`src/rtl/glyph_quad_layout_kerning_top_assert.svh`:
```
// Assertion macros shared by the glyph quad layout RTL.
`ifndef GLYPH_QUAD_LAYOUT_KERNING_TOP_ASSERT_SVH
`define GLYPH_QUAD_LAYOUT_KERNING_TOP_ASSERT_SVH
`ifndef SYNTHESIS
// checked outside reset
`define GQLK_ASSERT(lbl, prop, msg) \
  lbl: assert property (@(posedge clk) disable iff (rst) prop) else $error(msg);
// checked on every edge, reset included
`define GQLK_ASSERT_RST(lbl, prop, msg) \
  lbl: assert property (@(posedge clk) prop) else $error(msg);
`else
`define GQLK_ASSERT(lbl, prop, msg)
`define GQLK_ASSERT_RST(lbl, prop, msg)
`endif
`endif

```
`src/rtl/gqlk_pkg.sv`:
```
// Shared types, codes and helpers for the glyph quad layout engine.
`default_nettype none
package gqlk_pkg;

  // default table sizes
  localparam int GLYPH_ENTRIES_DEF = 256;
  localparam int KERN_ROWS_DEF     = 128;
  localparam int KERN_COLS_DEF     = 128;

  // output queue depth (power of two)
  localparam int OUT_DEPTH = 8;

  // config bus address width: seven 32-bit registers
  localparam int PADDR_W = 5;

  // register reset values
  localparam logic [15:0] SCALE_RST          = 16'd256;
  localparam logic [15:0] GLYPH_FIRST_RST    = 16'd32;
  localparam logic [15:0] GLYPH_LIMIT_RST    = 16'd128;
  localparam logic [15:0] KERN_FIRST_RST     = 16'd32;
  localparam logic [15:0] KERN_LIMIT_RST     = 16'd128;
  localparam logic [15:0] KERN_COL_FIRST_RST = 16'd32;
  localparam logic [15:0] KERN_COL_LIMIT_RST = 16'd128;

  typedef enum logic [1:0] {
    CMD_START      = 2'd0,
    CMD_CHAR       = 2'd1,
    CMD_LOAD_GLYPH = 2'd2,
    CMD_LOAD_KERN  = 2'd3
  } cmd_t;

  typedef enum logic [2:0] {
    REG_SCALE          = 3'd0,
    REG_GLYPH_FIRST    = 3'd1,
    REG_GLYPH_LIMIT    = 3'd2,
    REG_KERN_FIRST     = 3'd3,
    REG_KERN_LIMIT     = 3'd4,
    REG_KERN_COL_FIRST = 3'd5,
    REG_KERN_COL_LIMIT = 3'd6
  } reg_idx_t;

  typedef struct packed {
    logic [15:0] scale;
    logic [15:0] glyph_first;
    logic [15:0] glyph_limit;
    logic [15:0] kern_first;
    logic [15:0] kern_limit;
    logic [15:0] kern_col_first;
    logic [15:0] kern_col_limit;
  } cfg_t;

  // one glyph table entry
  typedef struct packed {
    logic signed [31:0] gx;
    logic signed [31:0] gy;
    logic [9:0]         gw;
    logic [9:0]         gh;
    logic signed [10:0] adv;
    logic [15:0]        u0;
    logic [15:0]        v0;
    logic [15:0]        u1;
    logic [15:0]        v1;
  } glyph_rec_t;

  // control word handed from the front end to the math pipe
  typedef struct packed {
    logic               valid;
    logic               is_start;
    logic               kern_use;
    logic signed [31:0] xv;
    logic signed [31:0] yv;
    logic [13:0]        quad_number;
  } front_word_t;

  // one finished quad
  typedef struct packed {
    logic signed [31:0] left;
    logic signed [31:0] right;
    logic signed [31:0] top;
    logic signed [31:0] bottom;
    logic [15:0]        u0;
    logic [15:0]        v0;
    logic [15:0]        u1;
    logic [15:0]        v1;
    logic [13:0]        quad_number;
  } quad_t;

  localparam logic signed [50:0] SAT_HI = 51'sd2147483647;
  localparam logic signed [50:0] SAT_LO = -51'sd2147483648;

  // clamp a wide signed sum to the 32-bit signed range
  function automatic logic signed [31:0] sat32(input logic signed [50:0] v);
    logic signed [31:0] r;
    if (v > SAT_HI) begin
      r = 32'sh7fffffff;
    end else if (v < SAT_LO) begin
      r = 32'sh80000000;
    end else begin
      r = v[31:0];
    end
    return r;
  endfunction

endpackage
`default_nettype wire

```
`src/rtl/gqlk_regs.sv`:
```
// Configuration register file on the APB-style port.
`default_nettype none
module gqlk_regs (
  input  wire logic                          clk,
  input  wire logic                          rst,
  input  wire logic                          psel,
  input  wire logic                          penable,
  input  wire logic                          pwrite,
  input  wire logic [gqlk_pkg::PADDR_W-1:0]  paddr,
  input  wire logic [31:0]                   pwdata,
  output logic [31:0]                        prdata,
  output logic                               pready,
  output gqlk_pkg::cfg_t                     cfg
);
  import gqlk_pkg::*;

  logic     wr_en;
  reg_idx_t sel;

  assign pready = 1'b1;
  assign wr_en  = psel && penable && pwrite;
  assign sel    = reg_idx_t'(paddr[PADDR_W-1:2]);

  // register writes
  always_ff @(posedge clk) begin
    if (rst) begin
      cfg.scale          <= SCALE_RST;
      cfg.glyph_first    <= GLYPH_FIRST_RST;
      cfg.glyph_limit    <= GLYPH_LIMIT_RST;
      cfg.kern_first     <= KERN_FIRST_RST;
      cfg.kern_limit     <= KERN_LIMIT_RST;
      cfg.kern_col_first <= KERN_COL_FIRST_RST;
      cfg.kern_col_limit <= KERN_COL_LIMIT_RST;
    end else if (wr_en) begin
      case (sel)
        REG_SCALE:          cfg.scale          <= pwdata[15:0];
        REG_GLYPH_FIRST:    cfg.glyph_first    <= pwdata[15:0];
        REG_GLYPH_LIMIT:    cfg.glyph_limit    <= pwdata[15:0];
        REG_KERN_FIRST:     cfg.kern_first     <= pwdata[15:0];
        REG_KERN_LIMIT:     cfg.kern_limit     <= pwdata[15:0];
        REG_KERN_COL_FIRST: cfg.kern_col_first <= pwdata[15:0];
        REG_KERN_COL_LIMIT: cfg.kern_col_limit <= pwdata[15:0];
        default: ;
      endcase
    end
  end

  // read mux
  always_comb begin
    case (sel)
      REG_SCALE:          prdata = {16'd0, cfg.scale};
      REG_GLYPH_FIRST:    prdata = {16'd0, cfg.glyph_first};
      REG_GLYPH_LIMIT:    prdata = {16'd0, cfg.glyph_limit};
      REG_KERN_FIRST:     prdata = {16'd0, cfg.kern_first};
      REG_KERN_LIMIT:     prdata = {16'd0, cfg.kern_limit};
      REG_KERN_COL_FIRST: prdata = {16'd0, cfg.kern_col_first};
      REG_KERN_COL_LIMIT: prdata = {16'd0, cfg.kern_col_limit};
      default:            prdata = 32'd0;
    endcase
  end

endmodule
`default_nettype wire

```
`config.mk`:
```
export PLATFORM = sky130hd
export DESIGN_NAME = gqlk_regs
export DESIGN_NICKNAME = d
export VERILOG_FILES = /design/src/rtl/glyph_quad_layout_kerning_top_assert.svh /design/src/rtl/gqlk_pkg.sv /design/src/rtl/gqlk_regs.sv
export SDC_FILE = /design/constraint.sdc
export NUM_CORES = 1
export LEC_CHECK = 0
export ABC_AREA = 1
export BUFFER_PORTS_ARGS = -buffer_cell sky130_fd_sc_hd__buf_2
export CORE_ASPECT_RATIO = 0.5
export CORE_MARGIN = 3
export CORE_UTILIZATION = 30
export DETAILED_ROUTE_END_ITERATION = 7
export GPL_ROUTABILITY_DRIVEN = 0
export GPL_TIMING_DRIVEN = 0
export SLEW_MARGIN = 20
export SYNTH_ARGS = -nofsm -noshare
export SYNTH_HDL_FRONTEND = slang
export SYNTH_SLANG_ARGS = --single-unit
```
`constraint.sdc`:
```
create_clock -name clk -period 1.3 [get_ports clk]
set_input_delay 0.13 -clock clk [delete_from_list [all_inputs] [get_ports clk]]
set_output_delay 0.13 -clock clk [all_outputs]
set_load 0.005 [all_outputs]
```
==> qor.tcl <==
set qor(crit_top_cell) {sky130_fd_sc_hd__nand2_2}
set qor(grt.total_usage) 0.230
set qor(timing_hold_violations_final) 0
set qor(violations) {negative setup slack}
set qor(final_nets) 1157
set qor(ys.flop_type) {sky130_fd_sc_hd__dfxtp_1}
set qor(cts.root.buffer_cell) {sky130_fd_sc_hd__clkbuf_16}
set qor(fmax_mhz) 677
set qor(synth_most_common_cell) {sky130_fd_sc_hd__nor2_1}
set qor(flip_flop_count_of_the_largest_register_after_layout) 112
set qor(max-cap-violations) 0
set qor(synth_compound_area_frac) 0.00583
set qor(ys_types) 21
set qor(maxSlewViolCount) 0
set qor(layout_setup_ws_ps) -177
set qor(outcome) {finished, violations left}
set qor(std_cell_rows) 35
set qor(drt-pass1-iter-count) 6
set qor(comb_power_share) 0.141
set qor(net_switching_power_w) 0.00212
set qor(post_route_minimum_period_ps) 1480
set qor(asyncSetResetFlopFracSynth) 0
set qor(combinational_family_with_the_most_area_after_synthesis) {simple AND/OR/NAND/NOR gates}
set qor(library_cell_with_the_largest_summed_area_after_synthesis) {sky130_fd_sc_hd__dfxtp_1}
set qor(share_of_synthesized_cell_area_in_and_or_nand_and_nor_gates) 0.500
set qor(number_of_enable_type_register_cells_in_the_synthesized_netlist) 0
set qor(rsz0062_at_grt) {yes}
set qor(leakagePower_nw) 4.08
set qor(setup.worst_path.class) {reg2out}
set qor(post_synth_most_frequent_cells) {sky130_fd_sc_hd__nor2_1 (258), sky130_fd_sc_hd__nand2_1 (237), sky130_fd_sc_hd__dfxtp_1 (112)}
set qor(slew_headroom) 0.551
set qor(place.port_buffers) 150
set qor(power.share.clock) 0.385
set qor(max_flop_register) {cfg}
set qor(place.detailed.hpwl_mm) 19.1
set qor(tritoncts_num_sinks) 112
set qor(core_area_um2) 19000
set qor(via_per_inst) 4.94
set qor(die-height_um) 106
set qor(yosys.area_share.xor_xnor) 0
set qor(top_regs) {cfg (112)}
set qor(worst_setup_hold_path_clk_slew_ps) 80
set qor(h_tree_levels) 3
set qor(mux_contribution_to_synthesized_area) 0
set qor(area_growth_pct) 36.1
set qor(grt_start_max_net_pins) 19
set qor(placement.cell_area_um2) 7140
set qor(worst_pin_slew_ps) 673
set qor(dieWidth_um) 206
set qor(fp.dieArea_um2) 21900
set qor(routed_via_count) 6808
set qor(antenna_violating_nets_post_route) 0
set qor(clock_insertion_delay_worst_skew_ps) 370
set qor(finish.utilization) 0.430
set qor(setup_violations) 16
set qor(pwr_density_cell_nw_per_um2) 907
set qor(setup.reg_to_reg.worst_slack_ps) 560
set qor(io_pins) 187
set qor(synth_fa_ha_area_frac) 0
set qor(grt-ovfl-total) 0
set qor(clock_tree_from_tritoncts) {yes}
set qor(sequentialPowerShare) 0.474
set qor(drive_above_1_share) 0.370
set qor(switching_share) 0.286
set qor(post_synth_main_area_contributors) {sky130_fd_sc_hd__dfxtp_1 (37%), sky130_fd_sc_hd__nor2_1 (16%), sky130_fd_sc_hd__nand2_1 (15%)}
set qor(ir_drop_mv) 0.707
set qor(skew_ps) 0
set qor(post_synth_inst_count) 904
set qor(ys.warnings.count) 0
set qor(insertedDiodeCount) 0
set qor(global_route_wire_length_before_repair_mm) 37.6
set qor(worstPathCellList) {nand4_1, nand2_2, nor2_4, nand2_2, buf_2}
set qor(cpMaxStageDelayCell) {sky130_fd_sc_hd__dfxtp_2}
set qor(hp-class) {in2reg}
set qor(cp_max_fo) 3
set qor(synth-seq-area-share) 0.373
set qor(max-clock-path-buffers) 2
set qor(crit_path_start_kind) {register}
set qor(fin_tns_setup_ps) -1530
set qor(critPathArrivalTime_ps) 1350
set qor(critical_path_required_ps) 1170
set qor(initial_antenna_violation_count) 0
set qor(tritoncts.num_buffers) 9
set qor(route.detailed.drc) 0
set qor(floorplan.initialDensity) 0.316
set qor(critical-path-max-stage-delay_ps) 350
set qor(setup.worst_path.end_class) {output pin}
set qor(fin_worst_hold_slack_ps) 26.0
set qor(wire_per_inst_um) 18.7
set qor(synth_seq_cells) 112
set qor(netlist_area_um2) 6010
set qor(dr.first_iter.drc_count) 842
set qor(design_area_um2) 8180
set qor(avgSynthCellArea_um2) 6.64
set qor(drt-total-wl_mm) 25.8
set qor(cellInternalPower_w) 0.00529
set qor(finalCritPeriodShare) 1.14
set qor(share_of_yosys_cell_area_claimed_by_the_top_area_cell_type) 0.373
set qor(first_global_vias) 6033
==> cell families (layout without fill, tap and decap cells) <==
family | count (synthesis) | count (layout)
buffers and inverters | 116 | 317
flip-flops | 112 | 112
AND/OR/NAND/NOR | 667 | 667
other | 2 | 17
AO/OA/AOI/OAI | 7 | 7
==> repair_timing <==
item	in CTS	in global routing
endpoints found under the hold margin	0	0
endpoints found under the setup margin	16	17
pin swaps	39	28
resized for setup	109	54
setup buffers	25	7
hold buffers	0	0
gates cloned	1	2
==> layer usage <==
metal	GRT usage	routed length, um
met1	0.314	10900
met2	0.352	11500
met3	0.0624	2670
met4	0.0716	760
met5	0	0
==> placed cells by master (no fill, tap or decap) <==
cell type	Yosys	layout
sky130_fd_sc_hd__nand2_4	3	3
sky130_fd_sc_hd__buf_12	0	6
sky130_fd_sc_hd__buf_16	0	1
sky130_fd_sc_hd__buf_6	24	27
sky130_fd_sc_hd__dfxtp_2	0	58
sky130_fd_sc_hd__nor2_4	8	19
sky130_fd_sc_hd__conb_1	2	17
sky130_fd_sc_hd__nor2_2	0	7
sky130_fd_sc_hd__nand3_1	99	95
sky130_fd_sc_hd__inv_6	0	4
sky130_fd_sc_hd__nand3_2	0	4
sky130_fd_sc_hd__nand2_1	237	203
sky130_fd_sc_hd__buf_8	0	2
sky130_fd_sc_hd__nor2_8	5	5
sky130_fd_sc_hd__nand3_4	6	6
sky130_fd_sc_hd__nand4_1	48	48
sky130_fd_sc_hd__nor2_1	258	240
sky130_fd_sc_hd__clkinv_4	0	1
sky130_fd_sc_hd__inv_4	1	1
sky130_fd_sc_hd__dfxtp_1	112	54
sky130_fd_sc_hd__inv_1	33	33
sky130_fd_sc_hd__buf_1	2	2
sky130_fd_sc_hd__buf_4	19	55
sky130_fd_sc_hd__buf_2	25	159
sky130_fd_sc_hd__o21ai_0	7	7
sky130_fd_sc_hd__clkbuf_8	0	2
sky130_fd_sc_hd__clkbuf_2	0	4
sky130_fd_sc_hd__nand2_2	3	37
sky130_fd_sc_hd__clkbuf_4	0	1
sky130_fd_sc_hd__inv_2	2	1
sky130_fd_sc_hd__clkbuf_1	9	6
sky130_fd_sc_hd__clkinv_1	1	1
sky130_fd_sc_hd__clkbuf_16	0	11
==> final timing paths <==
kind,start,to,depth (start not counted)
worst max-delay path,cfg[76],prdata[12],5
worst min-delay path,pwdata[8],cfg[104],3
worst max register to register,cfg[66],cfg[66],3
worst min register to register,cfg[1],cfg[1],2
==> stage by stage <==
| stage | power (W) | instances | worst slack (ps) |
|---|---|---|---|
| final | 0.00742 | 1379 | -177 |
| after CTS | 0.00736 | 1370 | -131 |
| after global placement | 0.00448 | 1328 | -326 |
| after floorplan | 0.00415 | 919 | 269 |
| after global routing | 0.00762 | 1379 | -190 |
| after detailed placement | 0.00449 | 1328 | -325 |
==> worst max-delay path, delay by kind of cell, from the launching register on <==
family                 cells  cell delay [ps]
and+or+nand+nor            4              500
DFF                        1              350
buffers and inverters      1              130
==> area by class of cell <==
cell class | count | area, um2
clock buffers | 12 | 256
fillers | 1971 | 10800
flip-flops and latches | 112 | 2310
clock inverters | 4 | 35.0
well taps | 259 | 324
plain buffers | 79 | 651
inverters | 37 | 146
multi-input cells | 691 | 3310
repair buffers | 185 | 1140
==> power by group through the flow <==
stage | Clock (W) | Combinational (W) | Sequential [W]
6_report | 0.00285 | 0.00105 | 0.00352
5_1_grt | 0.00298 | 0.00112 | 0.00352
4_1_cts | 0.00286 | 0.000988 | 0.00351
3_5_place_dp | 0 | 0.000891 | 0.00360
3_3_place_gp | 0 | 0.000885 | 0.00359
2_1_floorplan | 0 | 0.000563 | 0.00359
(Power assumes the default switching activity.)
