<file path="src/rtl/glyph_quad_layout_kerning_top_assert.svh">
// Assertion macros shared by the glyph quad layout RTL.
`ifndef GLYPH_QUAD_LAYOUT_KERNING_TOP_ASSERT_SVH
`define GLYPH_QUAD_LAYOUT_KERNING_TOP_ASSERT_SVH
`ifndef SYNTHESIS
// checked outside reset
`define GQLK_ASSERT(lbl, prop, msg) \
  lbl: assert property (@(posedge clk) disable iff (rst) prop) else $error(msg);
// checked on every edge, reset included
`define GQLK_ASSERT_RST(lbl, prop, msg) \
  lbl: assert property (@(posedge clk) prop) else $error(msg);
`else
`define GQLK_ASSERT(lbl, prop, msg)
`define GQLK_ASSERT_RST(lbl, prop, msg)
`endif
`endif

</file>
<file path="src/rtl/gqlk_pkg.sv">
// Shared types, codes and helpers for the glyph quad layout engine.
`default_nettype none
package gqlk_pkg;

  // default table sizes
  localparam int GLYPH_ENTRIES_DEF = 256;
  localparam int KERN_ROWS_DEF     = 128;
  localparam int KERN_COLS_DEF     = 128;

  // output queue depth (power of two)
  localparam int OUT_DEPTH = 8;

  // config bus address width: seven 32-bit registers
  localparam int PADDR_W = 5;

  // register reset values
  localparam logic [15:0] SCALE_RST          = 16'd256;
  localparam logic [15:0] GLYPH_FIRST_RST    = 16'd32;
  localparam logic [15:0] GLYPH_LIMIT_RST    = 16'd128;
  localparam logic [15:0] KERN_FIRST_RST     = 16'd32;
  localparam logic [15:0] KERN_LIMIT_RST     = 16'd128;
  localparam logic [15:0] KERN_COL_FIRST_RST = 16'd32;
  localparam logic [15:0] KERN_COL_LIMIT_RST = 16'd128;

  typedef enum logic [1:0] {
    CMD_START      = 2'd0,
    CMD_CHAR       = 2'd1,
    CMD_LOAD_GLYPH = 2'd2,
    CMD_LOAD_KERN  = 2'd3
  } cmd_t;

  typedef enum logic [2:0] {
    REG_SCALE          = 3'd0,
    REG_GLYPH_FIRST    = 3'd1,
    REG_GLYPH_LIMIT    = 3'd2,
    REG_KERN_FIRST     = 3'd3,
    REG_KERN_LIMIT     = 3'd4,
    REG_KERN_COL_FIRST = 3'd5,
    REG_KERN_COL_LIMIT = 3'd6
  } reg_idx_t;

  typedef struct packed {
    logic [15:0] scale;
    logic [15:0] glyph_first;
    logic [15:0] glyph_limit;
    logic [15:0] kern_first;
    logic [15:0] kern_limit;
    logic [15:0] kern_col_first;
    logic [15:0] kern_col_limit;
  } cfg_t;

  // one glyph table entry
  typedef struct packed {
    logic signed [31:0] gx;
    logic signed [31:0] gy;
    logic [9:0]         gw;
    logic [9:0]         gh;
    logic signed [10:0] adv;
    logic [15:0]        u0;
    logic [15:0]        v0;
    logic [15:0]        u1;
    logic [15:0]        v1;
  } glyph_rec_t;

  // control word handed from the front end to the math pipe
  typedef struct packed {
    logic               valid;
    logic               is_start;
    logic               kern_use;
    logic signed [31:0] xv;
    logic signed [31:0] yv;
    logic [13:0]        quad_number;
  } front_word_t;

  // one finished quad
  typedef struct packed {
    logic signed [31:0] left;
    logic signed [31:0] right;
    logic signed [31:0] top;
    logic signed [31:0] bottom;
    logic [15:0]        u0;
    logic [15:0]        v0;
    logic [15:0]        u1;
    logic [15:0]        v1;
    logic [13:0]        quad_number;
  } quad_t;

  localparam logic signed [50:0] SAT_HI = 51'sd2147483647;
  localparam logic signed [50:0] SAT_LO = -51'sd2147483648;

  // clamp a wide signed sum to the 32-bit signed range
  function automatic logic signed [31:0] sat32(input logic signed [50:0] v);
    logic signed [31:0] r;
    if (v > SAT_HI) begin
      r = 32'sh7fffffff;
    end else if (v < SAT_LO) begin
      r = 32'sh80000000;
    end else begin
      r = v[31:0];
    end
    return r;
  endfunction

endpackage
`default_nettype wire

</file>
<file path="src/rtl/gqlk_outq.sv">
// Output queue with slot reservation made at accept time.
`default_nettype none
`include "glyph_quad_layout_kerning_top_assert.svh"
module gqlk_outq (
  input  wire logic            clk,
  input  wire logic            rst,
  input  wire logic            reserve,
  input  wire logic            push,
  input  wire gqlk_pkg::quad_t quad_in,
  input  wire logic            out_stall,
  output logic                 out_valid,
  output gqlk_pkg::quad_t      quad_out,
  output logic                 full
);
  import gqlk_pkg::*;

  localparam int PW   = $clog2(OUT_DEPTH);
  localparam int CNTW = $clog2(OUT_DEPTH + 1);

  quad_t           q_mem [OUT_DEPTH];
  logic [PW-1:0]   wr_ptr, rd_ptr;
  logic [CNTW-1:0] count;   // words held
  logic [CNTW-1:0] credit;  // words held or still in the pipe
  logic            pop;

  assign out_valid = (count != '0);
  assign pop       = out_valid && !out_stall;
  assign quad_out  = q_mem[rd_ptr];
  assign full      = (credit == CNTW'(OUT_DEPTH));

  // storage
  always_ff @(posedge clk) begin
    if (push) begin
      q_mem[wr_ptr] <= quad_in;
    end
  end

  // pointers and counters
  always_ff @(posedge clk) begin
    if (rst) begin
      wr_ptr <= '0;
      rd_ptr <= '0;
      count  <= '0;
      credit <= '0;
    end else begin
      if (push) begin
        wr_ptr <= wr_ptr + PW'(1);
      end
      if (pop) begin
        rd_ptr <= rd_ptr + PW'(1);
      end
      count  <= count + CNTW'(push) - CNTW'(pop);
      credit <= credit + CNTW'(reserve) - CNTW'(pop);
    end
  end

  // every held word had a slot reserved for it
  `GQLK_ASSERT(a_count_within_credit, count <= credit, "queue holds more than reserved")
  // reservation keeps the queue from overflowing
  `GQLK_ASSERT(a_push_has_room, push |-> (count != CNTW'(OUT_DEPTH)), "push into full queue")

endmodule
`default_nettype wire

</file>
<file path="config.mk">
export PLATFORM = sky130hd
export DESIGN_NAME = gqlk_outq
export DESIGN_NICKNAME = d
export VERILOG_FILES = /design/src/rtl/gqlk_pkg.sv /design/src/rtl/gqlk_outq.sv
export VERILOG_INCLUDE_DIRS = /design/src /design/src/rtl
export SDC_FILE = /design/constraint.sdc
export NUM_CORES = 1
export LEC_CHECK = 0
export BUFFER_PORTS_ARGS = -buffer_cell sky130_fd_sc_hd__clkbuf_2
export CORE_MARGIN = 8
export CORE_UTILIZATION = 55
export CTS_CLUSTER_SIZE = 25
export DETAILED_ROUTE_END_ITERATION = 7
export PLACE_DENSITY = 0.73
export SYNTH_ARGS = -nofsm -noshare
export SYNTH_HDL_FRONTEND = slang
export SYNTH_SLANG_ARGS = --single-unit
</file>
<file path="constraint.sdc">
create_clock -name clk -period 35.8 [get_ports clk]
set_input_delay 1.79 -clock clk [delete_from_list [all_inputs] [get_ports clk]]
set_output_delay 1.79 -clock clk [all_outputs]
set_load 0.1 [all_outputs]
</file>
==> results_dict.tcl, run 1 <==
set metrics [dict create \
    cts-resized-gates 0 \
    clkLatencyLatePin_ns 0.75 \
    layout_common_cells "edfxtp_1 (1648), clkbuf_2 (418), mux4_2 (412)" \
    synth_top_area_share_pct 78.9 \
    antenna_left 0 \
    cts_setup_buffers 0 \
    hold_viol_final 0 \
    wl_per_cell_um 27.3 \
    nets 3215 \
    maxCapViolCount 0 \
    clock_skew_ns 0.0517 \
    numPortBuffers 418 \
    vias 27596 \
    synth_seq_cells 1665 \
    drv_slew 0 \
    root_buffer "clkbuf_16" \
    yosys.area.top_type "edfxtp_1" \
    p_leak_nw 22.7 \
    grt_first_pass_wirelength_mm 188 \
    die_y_um 354 \
    ir_worst_vdd_uv 70.1 \
    cts_buffers 162 \
    layout-drive-gt1-share_pct 42.3 \
    cp-end-kind "output port" \
    worst-setup-path-type "register to output port" \
    cts_hold_buf 0 \
    netlist_area_um2 62700 \
    clkSinkCount 1665 \
    synth.avg_cell_area_um2 25.3 \
    drt-total-wl_mm 127 \
    min_period_ns 9.01 \
    grt_pass1_vias 29652 \
    rsz0062_at_grt "false" \
    fin_cells 4654 \
    grt_remaining_overflow 0 \
    hold_path_class "register to register" \
    htreeDepth 4 \
    dpl.hpwl_mm 70.2 \
    final_common_cell "edfxtp_1" \
    placed_cells 4340 \
    fmax_ghz 0.111 \
    grt_util_all_layers_pct 20.0 \
    viasPerCell 5.93 \
    synthCells 2480 \
    status "finished clean" \
    drt-initial-drc-count 2244 \
    io_pins 419 \
    place_congestion 0.722 \
    synthDistinctLibCells 27 \
    n_fill_cell 7328 \
    grt_antenna_before_repair 22 \
    cts.clk_slew.worst_paths_ns 0.06 \
    die_w_um 354 \
    start_util_pct 55.2 \
    startpoint_type "register" \
    area_growth_pct 14.1 \
    power_density_nw_per_um2 68.3 \
    synth-seq-area-share_pct 79.4 \
    synth.net_count 2703 \
    worstMarginPinSlew_ns 1.12 \
    cp.arrival_ns 7.22 \
    fp.coreArea_um2 114000 \
    max_slew_margin_pct 25.3 \
    critPathMaxFanout 53 \
    fin_tns_setup_ns 0 \
    dr.pass1.iters 7 \
    synth_warnings 0 \
    drc 0 \
    cp_data_required_time_ns 34.01 \
    synth.area.top_cells "edfxtp_1 (79%), mux4_2 (15%), mux2_2 (3.7%), buf_6 (0.75%), dfxtp_1 (0.54%)" \
    grt_max_degree 114 \
    period_share_pct 25.2 \
    cts_tree "built" \
    dieArea_um2 125000 \
    setup_viol 0 \
    fp-row-count 124 \
    clockBufferDepth 3 \
]
-- worst max-delay path, cell delays in order (launching register included) --
cell and delay, ns:
dfxtp_4 0.83, buf_4 0.90, buf_4 0.94, buf_4 0.75, buf_4 0.76, buf_4 0.79
mux4_2 0.60, mux2_2 0.30, clkbuf_2 0.38
-- report_power, final --
| group | leakage [nW] | internal [mW] | switching, mW | total, mW |
|---|---|---|---|---|
| clock | 2.53 | 0.934 | 0.694 | 1.63 |
| sequential | 15.1 | 2.20 | 0.0247 | 2.22 |
| combinational | 5.07 | 0.256 | 0.780 | 1.04 |
-- logic make-up after synthesis --
family                     Yosys count  share of synthesized area, %
muxes                              620                          18.5
adders and majority gates           12                         0.263
and+or+nand+nor                     39                         0.311
xor gates and xnor gates             4                        0.0559
AOI/OAI and AO/OA                   15                         0.130
buffers and inverters              125                          1.29
DFF                               1665                          79.4
-- stage by stage --
stage	util, %	power (mW)	setup WS, ns	instance area (um^2)	hold WS, ns
after floorplan	-	3.13	19.02	62700	0.480
after detailed placement	58.4	3.31	27.27	66400	0.502
after global placement	58.4	3.29	27.36	66400	0.480
after global routing	62.9	5.03	26.02	71500	0.541
final	62.9	4.89	26.79	71600	0.511
after CTS	62.9	4.94	26.40	71500	0.511
-- path summary, 6_finish.rpt --
path | startpoint | slack [ns] | cells past startpoint | to
min reg2reg | rd_ptr[2]$_SDFFE_PP0P_ | 0.51 | 2 | register
min | rd_ptr[2]$_SDFFE_PP0P_ | 0.51 | 2 | register
max reg2reg | wr_ptr[2]$_SDFFE_PP0P_ | 32.29 | 4 | q_mem[6][135]$_DFFE_PP_
max | register | 26.79 | 8 | quad_out[116]
-- routing by layer --
metal | wire length [um] | global-route usage [%] | up-vias
li1 | - | - | 11725
met1 | 49500 | 25.7 | 14789
met2 | 66000 | 34.2 | 872
met3 | 8670 | 4.84 | 196
met4 | 2940 | 5.95 | 14
met5 | 87 | 0 | -
-- registers in the layout, indices dropped and copies added, names as in the netlist, named ones only --
register  flops
credit        4
count         4
q_mem      1648
wr_ptr        3
rd_ptr        3
-- Yosys cell counts, drive strengths merged --
cell type  count
or3b           1
nor3           2
xnor2          2
a21oi          9
buf           86
inv            8
nand3          1
nor3b          2
nand2          6
nor2b          4
a31o           1
xor2           2
nand2b         5
mux4         412
a21o           1
fa             2
or3            4
mux2         207
mux2i          1
o21ai          4
clkbuf        31
dfxtp         17
nor2          14
edfxtp      1648
ha            10
-- cell type report --
type / count / area, um^2 / area share, %
Antenna cell: 16 / 40.0 / 0.0559
Clock buffer: 198 / 4200 / 5.87
Clock inverter: 100 / 947 / 1.32
Inverter: 8 / 30.0 / 0.0420
Multi-Input combinational cell: 690 / 12200 / 17.0
Sequential cell: 1665 / 49800 / 69.6
Tap cell: 1512 / 1890 / 2.64
Timing Repair Buffer: 465 / 2470 / 3.45
Power figures use the tool's default switching activity.
==> run 2, diff against run 1 <==
==> constraint.sdc (replaced) <==
create_clock -name clk -period 9.35 [get_ports clk]
set_input_delay 0.4675 -clock clk [delete_from_list [all_inputs] [get_ports clk]]
set_output_delay 0.4675 -clock clk [all_outputs]
set_load 0.1 [all_outputs]
==> run 2 against run 1 <==
Via count rose by 3.4%. Sequential share of layout area fell by 2.1 points. Clock skew fell by 0.029 ns. Critical path depth fell by 3. Critical endpoint is now quad_out[134].
==> results_dict.tcl, run 2 (same netlist as run 1, synthesis figures left out) <==
set metrics [dict create \
    status "finished clean" \
    holdWs_ns 0.0651 \
    layout_common_cells "edfxtp_1 (1648), clkbuf_2 (418), mux4_2 (412)" \
    period_share_pct 53.3 \
    antenna_left 0 \
    drt-initial-drc-count 2169 \
    start_util_pct 55.2 \
    io_pins 419 \
    cts_buffers 163 \
    n_fill_cell 7100 \
    die_y_um 354 \
    startpoint_type "register" \
    drc 0 \
    place_ws_ns 5.20 \
    critPathMaxFanout 160 \
    reg2regPathDepth 4 \
    path_cells "buf_4 -> buf_12 -> mux4_2 -> mux2_2 -> clkbuf_2" \
    grt_antenna_before_repair 12 \
    top_regs "q_mem x1648, count x4, credit x4" \
    grt_max_degree 161 \
    slowest_delay_ns 0.93 \
    htreeDepth 4 \
    rrSetupSlack_ns 5.87 \
    cp-end-kind "output port" \
    root_buffer "clkbuf_16" \
    critPathTopFamily "buffers and inverters" \
    layout-drive-gt1-share_pct 39.7 \
    place_congestion 0.714 \
    crit_buf_inv 3 \
    dpl.hpwl_mm 68.7 \
    placed_cells 4333 \
    die_w_um 354 \
    dieArea_um2 125000 \
    largest_reg_flops 1648 \
    hold_path_class "input pin to register" \
    wl_per_cell_um 26.7 \
    clockBufferDepth 3 \
    area_growth_pct 17.6 \
    r2r_end "q_mem[2][117]$_DFFE_PP_" \
    power_density_nw_per_um2 257 \
    vias 28547 \
    fin_cells 4845 \
    nets 3415 \
    max_slew_margin_pct 19.7 \
    worstMarginPinSlew_ns 1.20 \
    maxCapViolCount 0 \
    grt_pass1_vias 30813 \
    grt_util_all_layers_pct 20.4 \
    place_area_um2 66400 \
    p_total_mw 18.9 \
    drv_slew 0 \
    cp_data_required_time_ns 8.88 \
    clock_skew_ns 0.0224 \
    p_leak_nw 23.6 \
    drt-total-wl_mm 129 \
    multi_input_area_um2 12200 \
    cts_tree "built" \
    final_util_pct 64.9 \
    rsz0062_at_grt "false" \
    fin_ws_ns 4.37 \
    fin_tns_setup_ns 0 \
    cts.clk_slew.worst_paths_ns 0.06 \
    min_to "credit[0]$_SDFF_PP0_" \
    min_period_ns 4.98 \
    grt_remaining_overflow 0 \
    hold_start "reserve" \
    fmax_ghz 0.201 \
    worst-setup-path-type "register to output port" \
    dr.pass1.iters 5 \
    final_common_cell "edfxtp_1" \
    critPathSlowestCell "dfxtp_4" \
    seq_area_um2 49800 \
    max_flop_register "q_mem" \
    grt_first_pass_wirelength_mm 193 \
    numPortBuffers 418 \
    whs_path_depth 3 \
    ir_worst_vdd_uv 267 \
    fp-row-count 124 \
    r2r_start "wr_ptr[2]$_SDFFE_PP0P_" \
    hold_viol_final 0 \
    final_cell_area_um2 73800 \
    cp.arrival_ns 4.52 \
    clkSinkCount 1665 \
    setup_viol 0 \
    fp.coreArea_um2 114000 \
    viasPerCell 5.89 \
    clkLatencyLatePin_ns 0.76 \
]
-- run 2: layout make-up --
class | count | area share, %
Multi-Input combinational cell | 690 | 16.5
Clock buffer | 193 | 5.85
Sequential cell | 1665 | 67.6
Inverter | 8 | 0.0407
Timing Repair Buffer | 664 | 6.19
Antenna cell | 11 | 0.0373
Clock inverter | 102 | 1.26
Tap cell | 1512 | 2.56
-- run 2: worst max path at each step --
stage / start / to / slack [ns] / cells past startpoint
after floorplan: push / q_mem[6][0]$_DFFE_PP_ / -0.56 / 2
after global placement: register / quad_out[168] / 5.24 / 5
after detailed placement: register / quad_out[134] / 5.20 / 5
after CTS: register / quad_out[134] / 4.37 / 5
after global routing: register / quad_out[177] / 4.14 / 5
final: register / quad_out[134] / 4.37 / 5
-- run 2: power breakdown --
group	leakage (nW)	internal (mW)	switching (mW)
clock network	2.58	3.72	2.66
logic	5.91	1.04	3.01
registers	15.1	8.42	0.100
total	23.6	13.2	5.77
-- run 2: tightest hold or removal path, stage by stage --
cell and delay (ns):
clkbuf_2 0.08, ha_1 0.11, nor2b_1 0.11
-- run 2: routing by layer --
layer | vias up | global-route usage, % | wire, um
met5 | - | 0 | 50
met4 | 8 | 6.44 | 3380
met3 | 207 | 4.59 | 8620
met2 | 1001 | 35.1 | 66500
met1 | 15222 | 26.1 | 50900
li1 | 12109 | - | -
-- run 2: what timing repair did --
action | CTS | global route
endpoints found under the hold margin | 1648 | 0
hold buffers | 206 | 0
buffers inserted | 0 | 0
endpoints found under the setup margin | 0 | 0
gates resized for setup | 0 | 0
